### src/mbps_pkg.sv
`timescale 1ns / 1ps
`default_nettype none
// ----------------------------------------------------------------------------
// mbps_pkg
// Shared types and constants for the multiplexed one-bit pulse synthesizer.
// ----------------------------------------------------------------------------
package mbps_pkg;

    localparam int OP_W     = 2;
    localparam int CH_IDX_W = 3;
    localparam int STEP_W   = 16;
    localparam int PULSE_W  = 8;
    localparam int COUNT_W  = 16;
    localparam int PERIOD_W = 5;
    localparam int TIMER_W  = 16;
    localparam int BYTE_W   = 8;

    localparam logic [PERIOD_W-1:0] PERIOD_RESET = PERIOD_W'(15);
    localparam logic [TIMER_W-1:0]  TIMER_MAX    = {TIMER_W{1'b1}};

    typedef enum logic [OP_W-1:0] {
        OP_TICK   = 2'd0,
        OP_SET_CH = 2'd1,
        OP_LOAD   = 2'd2,
        OP_START  = 2'd3
    } t_op;

    // One result transfer
    typedef struct packed {
        logic audio_bit;
        logic sample_mode;
    } t_result;

    // Channel bank control for one item
    typedef struct packed {
        logic                tick;
        logic                set;
        logic [CH_IDX_W-1:0] idx;
        logic [STEP_W-1:0]   step;
        logic [PULSE_W-1:0]  pulse;
        logic                on;
    } t_chan_cmd;

    // Sample player control for one item (address travels separately)
    typedef struct packed {
        logic                tick;
        logic                load;
        logic                start;
        logic                load_bit;
        logic [COUNT_W-1:0]  count;
        logic [PERIOD_W-1:0] period;
    } t_play_cmd;

endpackage
`default_nettype wire

### src/mbps_chan.sv
`timescale 1ns / 1ps
`default_nettype none
// ----------------------------------------------------------------------------
// mbps_chan
// Round-robin channel bank: phase accumulators and the shared pulse timer.
// ----------------------------------------------------------------------------
module mbps_chan #(
    parameter int NUM_CHANNELS = 6
) (
    input  wire logic                i_clk,
    input  wire logic                i_rst_n,
    input  wire mbps_pkg::t_chan_cmd i_cmd,
    output logic                     o_level
);
    import mbps_pkg::*;

    localparam int CHW = (NUM_CHANNELS > 1) ? $clog2(NUM_CHANNELS) : 1;

    logic [STEP_W-1:0]  r_phase [NUM_CHANNELS];
    logic [STEP_W-1:0]  r_step  [NUM_CHANNELS];
    logic [PULSE_W-1:0] r_pulse [NUM_CHANNELS];
    logic               r_en    [NUM_CHANNELS];
    logic [CHW-1:0]     r_cur;
    logic [TIMER_W-1:0] r_timer;

    logic [STEP_W:0]    phase_sum;
    logic [TIMER_W-1:0] timer_dec;
    logic [TIMER_W:0]   timer_sum;
    logic [TIMER_W-1:0] n_timer;
    logic [CHW-1:0]     n_cur;
    logic               set_ok;

    assign o_level   = (r_timer != '0);
    assign phase_sum = {1'b0, r_phase[r_cur]} + {1'b0, r_step[r_cur]};
    assign timer_dec = o_level ? r_timer - TIMER_W'(1) : r_timer;
    assign timer_sum = {1'b0, timer_dec} + (TIMER_W + 1)'(r_pulse[r_cur]);
    assign set_ok    = i_cmd.set && ({1'b0, i_cmd.idx} < (CH_IDX_W + 1)'(NUM_CHANNELS));

    always_comb begin
        // carry out of the phase add means the phase wrapped
        if (phase_sum[STEP_W] && r_en[r_cur]) begin
            n_timer = timer_sum[TIMER_W] ? TIMER_MAX : timer_sum[TIMER_W-1:0];
        end else begin
            n_timer = timer_dec;
        end
        n_cur = (r_cur == CHW'(NUM_CHANNELS - 1)) ? '0 : r_cur + CHW'(1);
    end

    always_ff @(posedge i_clk) begin
        if (!i_rst_n) begin
            for (int i = 0; i < NUM_CHANNELS; i++) begin
                r_phase[i] <= '0;
                r_step[i]  <= '0;
                r_pulse[i] <= '0;
                r_en[i]    <= 1'b0;
            end
            r_cur   <= '0;
            r_timer <= '0;
        end else begin
            if (i_cmd.tick) begin
                r_phase[r_cur] <= phase_sum[STEP_W-1:0];
                r_timer        <= n_timer;
                r_cur          <= n_cur;
            end
            if (set_ok) begin
                r_step[i_cmd.idx[CHW-1:0]]  <= i_cmd.step;
                r_pulse[i_cmd.idx[CHW-1:0]] <= i_cmd.pulse;
                r_en[i_cmd.idx[CHW-1:0]]    <= i_cmd.on;
            end
        end
    end

endmodule
`default_nettype wire

### src/mbps_play.sv
`timescale 1ns / 1ps
`default_nettype none
// ----------------------------------------------------------------------------
// mbps_play
// One-bit sample player: bit memory, prefetched read, period countdown.
// ----------------------------------------------------------------------------
module mbps_play #(
    parameter  int SAMPLE_DEPTH = 2048,
    localparam int AW           = $clog2(SAMPLE_DEPTH)
) (
    input  wire logic                i_clk,
    input  wire logic                i_rst_n,
    input  wire mbps_pkg::t_play_cmd i_cmd,
    input  wire logic [AW-1:0]       i_load_addr,
    output logic                     o_playing,
    output logic                     o_bit
);
    import mbps_pkg::*;

    localparam int PW   = AW + 1;
    localparam int CMPW = (PW > COUNT_W) ? PW : COUNT_W;

    logic               mem [SAMPLE_DEPTH];
    logic               r_rd_bit;
    logic               r_playing, n_playing;
    logic [PW-1:0]      r_pos, n_pos;
    logic [COUNT_W-1:0] r_limit, n_limit;
    logic [PERIOD_W-1:0] r_cd, n_cd;
    logic               r_held, n_held;

    logic          bit_step;
    logic          has_len;
    logic [PW-1:0] pos_inc;

    assign bit_step  = (r_cd == '0);
    assign has_len   = (r_limit != '0);
    assign pos_inc   = r_pos + PW'(1);
    assign o_playing = r_playing;
    // bit shown by a tick taken now
    assign o_bit     = (bit_step && has_len) ? r_rd_bit : r_held;

    always_comb begin
        n_playing = r_playing;
        n_pos     = r_pos;
        n_limit   = r_limit;
        n_cd      = r_cd;
        n_held    = r_held;
        if (i_cmd.start) begin
            n_playing = 1'b1;
            n_limit   = i_cmd.count;
            n_pos     = '0;
            n_cd      = '0;
        end else if (i_cmd.tick) begin
            if (bit_step) begin
                if (has_len) begin
                    n_held = r_rd_bit;
                    n_pos  = pos_inc;
                    if ((CMPW'(pos_inc) >= CMPW'(r_limit)) ||
                        (pos_inc >= PW'(SAMPLE_DEPTH))) begin
                        n_playing = 1'b0;
                    end
                    n_cd = i_cmd.period;
                end else begin
                    n_playing = 1'b0;
                end
            end else begin
                n_cd = r_cd - PERIOD_W'(1);
            end
        end
    end

    always_ff @(posedge i_clk) begin
        if (!i_rst_n) begin
            r_playing <= 1'b0;
            r_pos     <= '0;
            r_limit   <= '0;
            r_cd      <= '0;
            r_held    <= 1'b0;
        end else begin
            r_playing <= n_playing;
            r_pos     <= n_pos;
            r_limit   <= n_limit;
            r_cd      <= n_cd;
            r_held    <= n_held;
        end
    end

    // Sample memory: write port, plus a read of the next position so the
    // bit is ready on the following tick. Same-cycle write is forwarded.
    always_ff @(posedge i_clk) begin
        if (i_cmd.load) begin
            mem[i_load_addr] <= i_cmd.load_bit;
        end
    end

    always_ff @(posedge i_clk) begin
        if (i_cmd.load && (i_load_addr == n_pos[AW-1:0])) begin
            r_rd_bit <= i_cmd.load_bit;
        end else begin
            r_rd_bit <= mem[n_pos[AW-1:0]];
        end
    end

endmodule
`default_nettype wire

### src/mbps_obuf.sv
`timescale 1ns / 1ps
`default_nettype none
// ----------------------------------------------------------------------------
// mbps_obuf
// Two-entry result buffer that decouples the core from the receiver stall.
// ----------------------------------------------------------------------------
module mbps_obuf (
    input  wire logic              i_clk,
    input  wire logic              i_rst_n,
    input  wire logic              i_push,
    input  wire mbps_pkg::t_result i_data,
    output logic                   o_full,
    output logic                   o_valid,
    input  wire logic              i_stall,
    output mbps_pkg::t_result      o_data
);
    import mbps_pkg::*;

    logic [1:0] r_cnt;
    t_result    r_e0, r_e1;
    logic       pop;

    assign o_valid = (r_cnt != 2'd0);
    assign o_full  = (r_cnt == 2'd2);
    assign o_data  = r_e0;
    assign pop     = o_valid && !i_stall;

    always_ff @(posedge i_clk) begin
        if (!i_rst_n) begin
            r_cnt <= 2'd0;
        end else begin
            case ({i_push, pop})
                2'b10:   r_cnt <= r_cnt + 2'd1;
                2'b01:   r_cnt <= r_cnt - 2'd1;
                default: r_cnt <= r_cnt;
            endcase
        end
    end

    always_ff @(posedge i_clk) begin
        case ({i_push, pop})
            2'b11: begin
                if (r_cnt == 2'd1) begin
                    r_e0 <= i_data;
                end else begin
                    r_e0 <= r_e1;
                    r_e1 <= i_data;
                end
            end
            2'b10: begin
                if (r_cnt == 2'd0) begin
                    r_e0 <= i_data;
                end else begin
                    r_e1 <= i_data;
                end
            end
            2'b01: begin
                r_e0 <= r_e1;
            end
            default: begin
                r_e0 <= r_e0;
            end
        endcase
    end

endmodule
`default_nettype wire

### src/multiplexed_one_bit_pulse_synth.sv
`timescale 1ns / 1ps
`default_nettype none
// ----------------------------------------------------------------------------
// multiplexed_one_bit_pulse_synth
// One-bit pulse synthesizer with round-robin channels and sample playback.
//
// Usage:
//   Input channel (i_in_valid / o_in_stall) carries one command per transfer:
//   tick, set channel, load sample byte or start playback. Only a tick
//   yields a result, sent on the output channel (o_out_valid / i_out_stall)
//   as o_audio_bit and o_sample_mode.
//   The config channel (i_cfg_valid / o_cfg_ready) writes the playback bit
//   period; it is always ready and should be written while the block idles.
//   A tick's result passes the input register, then core logic into the
//   result buffer, before it is offered on the output channel.
//   Throughput: 1 item per cycle while o_in_stall is low, set by the
//   channel update and the prefetched one-read-per-cycle sample memory.
//   The two-entry result buffer keeps input flowing while one result waits;
//   when it fills and the receiver stalls, o_in_stall rises for ticks only
//   and other commands keep draining.
//   Reset (synchronous, active low) clears channels, timer, player state and
//   the buffer, and sets the bit period to 15. Sample memory is not cleared.
// ----------------------------------------------------------------------------
module multiplexed_one_bit_pulse_synth #(
    parameter  int NUM_CHANNELS = 6,
    parameter  int SAMPLE_DEPTH = 2048,
    localparam int AW           = $clog2(SAMPLE_DEPTH)
) (
    input  wire logic                             i_clk,
    input  wire logic                             i_rst_n,
    // command transfer
    input  wire logic                             i_in_valid,
    output logic                                  o_in_stall,
    input  wire logic [mbps_pkg::OP_W-1:0]        i_operation,
    input  wire logic [mbps_pkg::CH_IDX_W-1:0]    i_channel_index,
    input  wire logic [mbps_pkg::STEP_W-1:0]      i_step_value,
    input  wire logic [mbps_pkg::PULSE_W-1:0]     i_pulse_length,
    input  wire logic                             i_channel_on,
    input  wire logic [AW-1:0]                    i_sample_address,
    input  wire logic signed [mbps_pkg::BYTE_W-1:0] i_sample_byte,
    input  wire logic [mbps_pkg::COUNT_W-1:0]     i_sample_count,
    // result transfer
    output logic                                  o_out_valid,
    input  wire logic                             i_out_stall,
    output logic                                  o_audio_bit,
    output logic                                  o_sample_mode,
    // config write
    input  wire logic                             i_cfg_valid,
    output logic                                  o_cfg_ready,
    input  wire logic [mbps_pkg::PERIOD_W-1:0]    i_cfg_data
);
    import mbps_pkg::*;

    // input register
    logic                 r_in_valid;
    t_op                  r_op;
    logic [CH_IDX_W-1:0]  r_idx;
    logic [STEP_W-1:0]    r_step;
    logic [PULSE_W-1:0]   r_pulse;
    logic                 r_on;
    logic [AW-1:0]        r_addr;
    logic                 r_sbit;
    logic [COUNT_W-1:0]   r_count;

    logic [PERIOD_W-1:0]  r_period;

    logic      in_accept;
    logic      advance;
    logic      is_tick;
    logic      buf_full;
    logic      playing;
    logic      play_bit;
    logic      chan_level;
    t_chan_cmd chan_cmd;
    t_play_cmd play_cmd;
    t_result   res;
    t_result   out_data;

    assign is_tick    = (r_op == OP_TICK);
    // non-tick commands never need buffer room
    assign advance    = r_in_valid && (!is_tick || !buf_full);
    assign o_in_stall = r_in_valid && !advance;
    assign in_accept  = i_in_valid && !o_in_stall;
    assign o_cfg_ready = 1'b1;

    always_ff @(posedge i_clk) begin
        if (!i_rst_n) begin
            r_in_valid <= 1'b0;
            r_period   <= PERIOD_RESET;
        end else begin
            if (in_accept) begin
                r_in_valid <= 1'b1;
            end else if (advance) begin
                r_in_valid <= 1'b0;
            end
            if (i_cfg_valid && o_cfg_ready) begin
                r_period <= i_cfg_data;
            end
        end
    end

    always_ff @(posedge i_clk) begin
        if (in_accept) begin
            r_op    <= t_op'(i_operation);
            r_idx   <= i_channel_index;
            r_step  <= i_step_value;
            r_pulse <= i_pulse_length;
            r_on    <= i_channel_on;
            r_addr  <= i_sample_address;
            // stored bit: byte strictly positive
            r_sbit  <= (i_sample_byte > $signed(BYTE_W'(0)));
            r_count <= i_sample_count;
        end
    end

    // dispatch: playback owns every tick while it runs
    always_comb begin
        chan_cmd.tick  = advance && is_tick && !playing;
        chan_cmd.set   = advance && (r_op == OP_SET_CH);
        chan_cmd.idx   = r_idx;
        chan_cmd.step  = r_step;
        chan_cmd.pulse = r_pulse;
        chan_cmd.on    = r_on;

        play_cmd.tick     = advance && is_tick && playing;
        play_cmd.load     = advance && (r_op == OP_LOAD) &&
                            ({1'b0, r_addr} < (AW + 1)'(SAMPLE_DEPTH));
        play_cmd.start    = advance && (r_op == OP_START);
        play_cmd.load_bit = r_sbit;
        play_cmd.count    = r_count;
        play_cmd.period   = r_period;

        res.audio_bit   = playing ? play_bit : chan_level;
        res.sample_mode = playing;
    end

    mbps_chan #(
        .NUM_CHANNELS(NUM_CHANNELS)
    ) u_chan (
        .i_clk  (i_clk),
        .i_rst_n(i_rst_n),
        .i_cmd  (chan_cmd),
        .o_level(chan_level)
    );

    mbps_play #(
        .SAMPLE_DEPTH(SAMPLE_DEPTH)
    ) u_play (
        .i_clk      (i_clk),
        .i_rst_n    (i_rst_n),
        .i_cmd      (play_cmd),
        .i_load_addr(r_addr),
        .o_playing  (playing),
        .o_bit      (play_bit)
    );

    mbps_obuf u_obuf (
        .i_clk  (i_clk),
        .i_rst_n(i_rst_n),
        .i_push (advance && is_tick),
        .i_data (res),
        .o_full (buf_full),
        .o_valid(o_out_valid),
        .i_stall(i_out_stall),
        .o_data (out_data)
    );

    assign o_audio_bit   = out_data.audio_bit;
    assign o_sample_mode = out_data.sample_mode;

endmodule
`default_nettype wire
### config.mk
export PLATFORM = sky130hd
export DESIGN_NAME = multiplexed_one_bit_pulse_synth
export DESIGN_NICKNAME = d
export VERILOG_FILES = /design/src/mbps_pkg.sv /design/src/mbps_chan.sv /design/src/mbps_play.sv /design/src/mbps_obuf.sv /design/src/multiplexed_one_bit_pulse_synth.sv
export SDC_FILE = /design/constraint.sdc
export NUM_CORES = 2
export LEC_CHECK = 0
export BUFFER_PORTS_ARGS = -buffer_cell sky130_fd_sc_hd__buf_2
export CAP_MARGIN = 20
export CORE_ASPECT_RATIO = 0.7
export CORE_MARGIN = 5
export CORE_UTILIZATION = 41
export DETAILED_ROUTE_END_ITERATION = 16
export SLEW_MARGIN = 25
export SYNTH_ARGS = -nofsm -noshare
export SYNTH_HDL_FRONTEND = slang
export SYNTH_SLANG_ARGS = --single-unit
### constraint.sdc
create_clock -name i_clk -period 78.3 [get_ports i_clk]
set_input_delay 0 -clock i_clk [delete_from_list [all_inputs] [get_ports i_clk]]
set_output_delay 0 -clock i_clk [all_outputs]
set_load 0.05 [all_outputs]
# Word level (Yosys, flattened, before mapping)
# Memories as Yosys holds them, arrays and structs flattened. A register that Yosys moved wholly into a read port is not among the register bits.
# Index checks and enable logic that the tools add are counted.
# W data, S select, Z words.
# totals
reg_bits	124
mem_bits_rw	2294
inputBits	75
out_inout_bits	5
mem_count	5
# op_classes
addsub	8
n_lt_le_gt_ge	4
n_eq_ne	14
muxes	55
n_bitwise	2
n_reduce_logical	44
# mem_list
memory	depth	word_bits	rd	rd_clocked_by_memory_dff	wr	line	rtl
u_play.mem	2048	1	1	1	1	mbps_play.sv:23	logic mem [SAMPLE_DEPTH];
u_chan.r_phase	6	16	1	1	6	mbps_chan.sv:19	logic [STEP_W-1:0] r_phase [NUM_CHANNELS];
u_chan.r_step	6	16	1	1	6	mbps_chan.sv:20	logic [STEP_W-1:0] r_step [NUM_CHANNELS];
u_chan.r_pulse	6	8	1	1	6	mbps_chan.sv:21	logic [PULSE_W-1:0] r_pulse [NUM_CHANNELS];
u_chan.r_en	6	1	1	1	6	mbps_chan.sv:22	logic r_en [NUM_CHANNELS];
# op_table
cell	count
$mux W16	5
$mux W11	4
$mux W3	13
$reduce_bool A16 Y1	2
$reduce_or A16 Y1	2
$mux W1	23
$add A16 B16 Y17	1
$add A16 B8 Y17	1
$ge A12 B16 Y1	1
$sub A16 B1 Y16 const B	1
$logic_and A1 B1 Y1	13
$add A12 B1 Y12 const B	1
$ge A12 B12 Y1 const B	1
$reduce_bool A2 Y1	6
$eq A2 B2 Y1 const B	5
$mux W5	2
$reduce_and A3 Y1	3
$gt A8 B1 Y1 const B	1
$mux W2	4
$mux W8	1
$pmux W2 S2	2
$reduce_or A8 Y1	1
$eq A2 B1 Y1 const B	3
$logic_not A1 Y1	6
other kinds (19)	25

# Logic depth before layout (Yosys ltp)
# logic_depth
depth_word	11
depth_mapped	19
mapped_depth_nobuf	18

# Hierarchy
# A second synthesis with hierarchy kept.
# unflattened
hier_cells	7592
area_unflattened_um2	109568.8
# modules_own_cells
mod	instances	cells_each	area_each_um2	seq_area_each_um2
mbps_play	1	6321	90981.0	62419.9
mbps_chan	1	1143	16145.5	10239.8
multiplexed_one_bit_pulse_synth	1	91	2060.7	1861.8
mbps_obuf	1	37	381.6	160.2

# Worst setup path after synthesis
# Ideal clock, no wire load.
# synth_path
kind	reg-to-reg
start	register r_sbit
end	memory u_play.mem[0], data pin
arrival_time_ps	23736
t_required_ps	73159
setup_slack_ps	49422
stages_incl_launch_ff	1
n_path_buf	0
period_less_slack_ps	28878
path_cell_list	edfxtp_1
# synth_rtl
element	line	rtl
from (decl)	multiplexed_one_bit_pulse_synth.sv:62	logic r_sbit;
from (signal assigned)	multiplexed_one_bit_pulse_synth.sv:111	r_sbit <= (i_sample_byte > $signed(BYTE_W'(0)));
to (decl)	mbps_play.sv:23	
# Straight into the memory's write port.

==> metrics <==
Clk Latency, worst-skew pair=about 0.9 ns; crit path DAT=6.87 ns; Core Footprint=about 260000 µm²; Wirelength per Cell=between 20 and 30 µm; Mapped Cells=7496; Slew Viols, Final=0; final worst setup slack=72.05 ns; Layout fillers=about 23000; DR pass1 iterations=6; Vias/cell=about 5.9; final setup vio count=0; Async SR Flop Fraction=0%; leading area contributor after synthesis=edfxtp_1; CP max FO=93; Synth cell types=75; Hold/Removal Path Class=in -> reg; Final TNS setup=0 ns; register area share after synthesis=~70%; row count=~160; CTS clk-pin slew, worst paths=~0.060 ns; top cell type's share of synthesized area=approximately two thirds; IO Pins=80; worst vdd ir=roughly 22 µV; largest net degree at the start of global routing=275; number of setup buffers added after CTS=0; most common cell in the netlist=edfxtp_1; P&R area growth vs syn=11.8%; max-cap violation count=0; most frequent cells after synthesis=edfxtp_1, nor2_1, mux4_2, clkbuf_1, nand2_1; layout cells sized above 1=between 10% and 20%; Antenna Nets Post-Route=0; r2r setup slk=72.05 ns; CTS tree=yes; DIE AREA=275000 µm²; cts-stage hold buffer count=~140; Nets=~7600; RSZ-0062 raised after global routing=false; fmax=around 160 MHz; synth warn=0; number of global-route vias before repair=about 65000; status=finished, final reports clean; Post-synth EDFFs=approximately 2400; clock skew=0.0680 ns; Detailed Place HPWL=168 mm; grt ovf=0; Synth Flop Type=edfxtp_1; cts repair resizes=0; Vias=66210; Post-Route WL=about 310 mm; flops & latches, synth=2514; Initial Util=41.1%; hold endpoint=u_obuf.o_data[0]; drc violations=0; Synth area leaders=edfxtp_1, mux4_2, nor2_1; Setup crit end kind=flop; die width=625 µm; Die Y=~440 µm; Cell Pwr Density=between 20 and 25 nW/µm²; storage element area=74700 µm²; CTS Sinks=roughly 2500; area of the multi-input gates=31600 µm²; worst slack, placed=about 72 ns; worst path required time=roughly 79 ns; initial antenna violation count=18; Slew headroom=around a quarter; min cycle time layout=roughly 6.3 ns; first-pass GRT wire length=449 mm; Max clock buf depth=4; Slew @ Worst Pin=around 1.1 ns; CTS buffer count=roughly 240; Final Hold Viols=0; period utilization=7.98%; all-layer global routing usage=22.2%; critical path class=reg -> reg; WHS Path Cells=4; Startpoint Class=flop; Root Driver=clkbuf_16; Avg Cell Area, Syn=about 14 µm²; GP Congestion=~0.82; Cell Area, Synth=109000 µm²; Reg2Reg Capture Point=u_obuf.o_data[1]; Hold Crit Start=i_out_stall; Worst Reg-to-Reg Cells=12; Port Buffers=roughly 80; leakage power=about 36 nW; initial DRC count=~10000; H-tree depth=4
[worst max-delay path, cell delays in order, from the launching register on]
cell and delay, ns:
dfxtp_4 0.74, buf_12 0.70, buf_4 0.72, buf_4 0.69
mux4_2 0.59, mux4_2 0.51, nand2_1 0.10, nand3_1 0.19
a32oi_1 0.49, o21ai_0 0.29, o22a_1 0.44, a31oi_1 0.24
a211oi_1 0.07
[cells by family after synthesis]
group / share of synthesized area [%]
compound gates: 2.47
other cells: 0.00692
mux: 13.9
simple gates: 11.1
xor+xnor: 0.420
fa+ha+maj: 0.556
flops: 68.8
buf+inv: 2.69
[area by class of cell]
cell class                      count  share of cell area [%]
Multi-Input combinational cell   4306                    26.0
Tap cell                         3520                    3.63
Inverter                           81                   0.253
Clock buffer                      306                    5.16
Sequential cell                  2514                    61.6
Timing Repair Buffer              373                    2.61
Antenna cell                       11                  0.0227
Clock inverter                    118                   0.702
[worst max-delay path by stage]
stage / start / endpoint
2_1_floorplan: r_sbit / u_play.mem[0]
3_3_place_gp: flop / u_obuf.o_data[1]
3_5_place_dp: flop / u_obuf.o_data[1]
4_1_cts: flop / u_obuf.o_data[1]
5_1_grt: flop / u_obuf.o_data[1]
6_report: flop / u_obuf.o_data[1]
[flip-flops by register name, indices dropped and copies added, names as in the netlist, 8 cells and up, named ones only]
register,count
u_play.mem,2048
u_chan.r_phase,128
u_chan.r_step,128
u_chan.r_pulse,64
r_count,16
r_step,16
u_chan.r_timer,16
u_play.r_limit,16
u_play.r_pos,12
r_addr,11
r_pulse,8
u_chan.r_en,8
[stage by stage]
stage          hold slack (ns)  cells  util [%]  power (mW)  instance area, µm²
5_1_grt                  0.249  11220      45.9        2.74              121000
3_5_place_dp             0.178  10646      42.6        1.58              112000
2_1_floorplan           0.0989   7545         -        1.59              109000
4_1_cts                  0.153  11214      45.8        2.68              121000
3_3_place_gp             0.177  10645      42.6        1.58              112000
6_report                 0.215  11229      45.9        2.66              121000
[layout by cell type (no fill, tap or decap), drive strengths merged, types with 27 or more instances in the layout]
cell type / n
nor3: 66
nand3: 59
a21oi: 103
dlygate4sd3: 144
mux2: 60
buf: 229
xor2: 27
edfxtp: 2433
mux4: 597
ha: 45
dfxtp: 81
o21ai: 53
inv: 81
conb: 51
nor2: 2334
clkinv: 105
nor2b: 29
and2: 34
mux2i: 101
clkbuf: 306
a22oi: 65
nand2: 338
[per-layer routing]
layer	wire length, µm	vias up	GRT usage, %	part of all wire, %
li1	-	27555	-	-
met1	131000	34584	33.5	42
met2	137000	3584	33.2	44
met3	35400	483	4.45	11
met4	7380	4	5.20	2.4
met5	27	-	0	0.0087
[report_power, final]
group / leakage, nW / internal (mW) / switching [mW]
Sequential: 23.0 / 1.48 / 0.00456
Combinational: 9.96 / 0.0234 / 0.0513
Clock: 3.49 / 0.597 / 0.504
Total: 36.4 / 2.10 / 0.559
No activity file was read; power rests on OpenSTA's default activity.
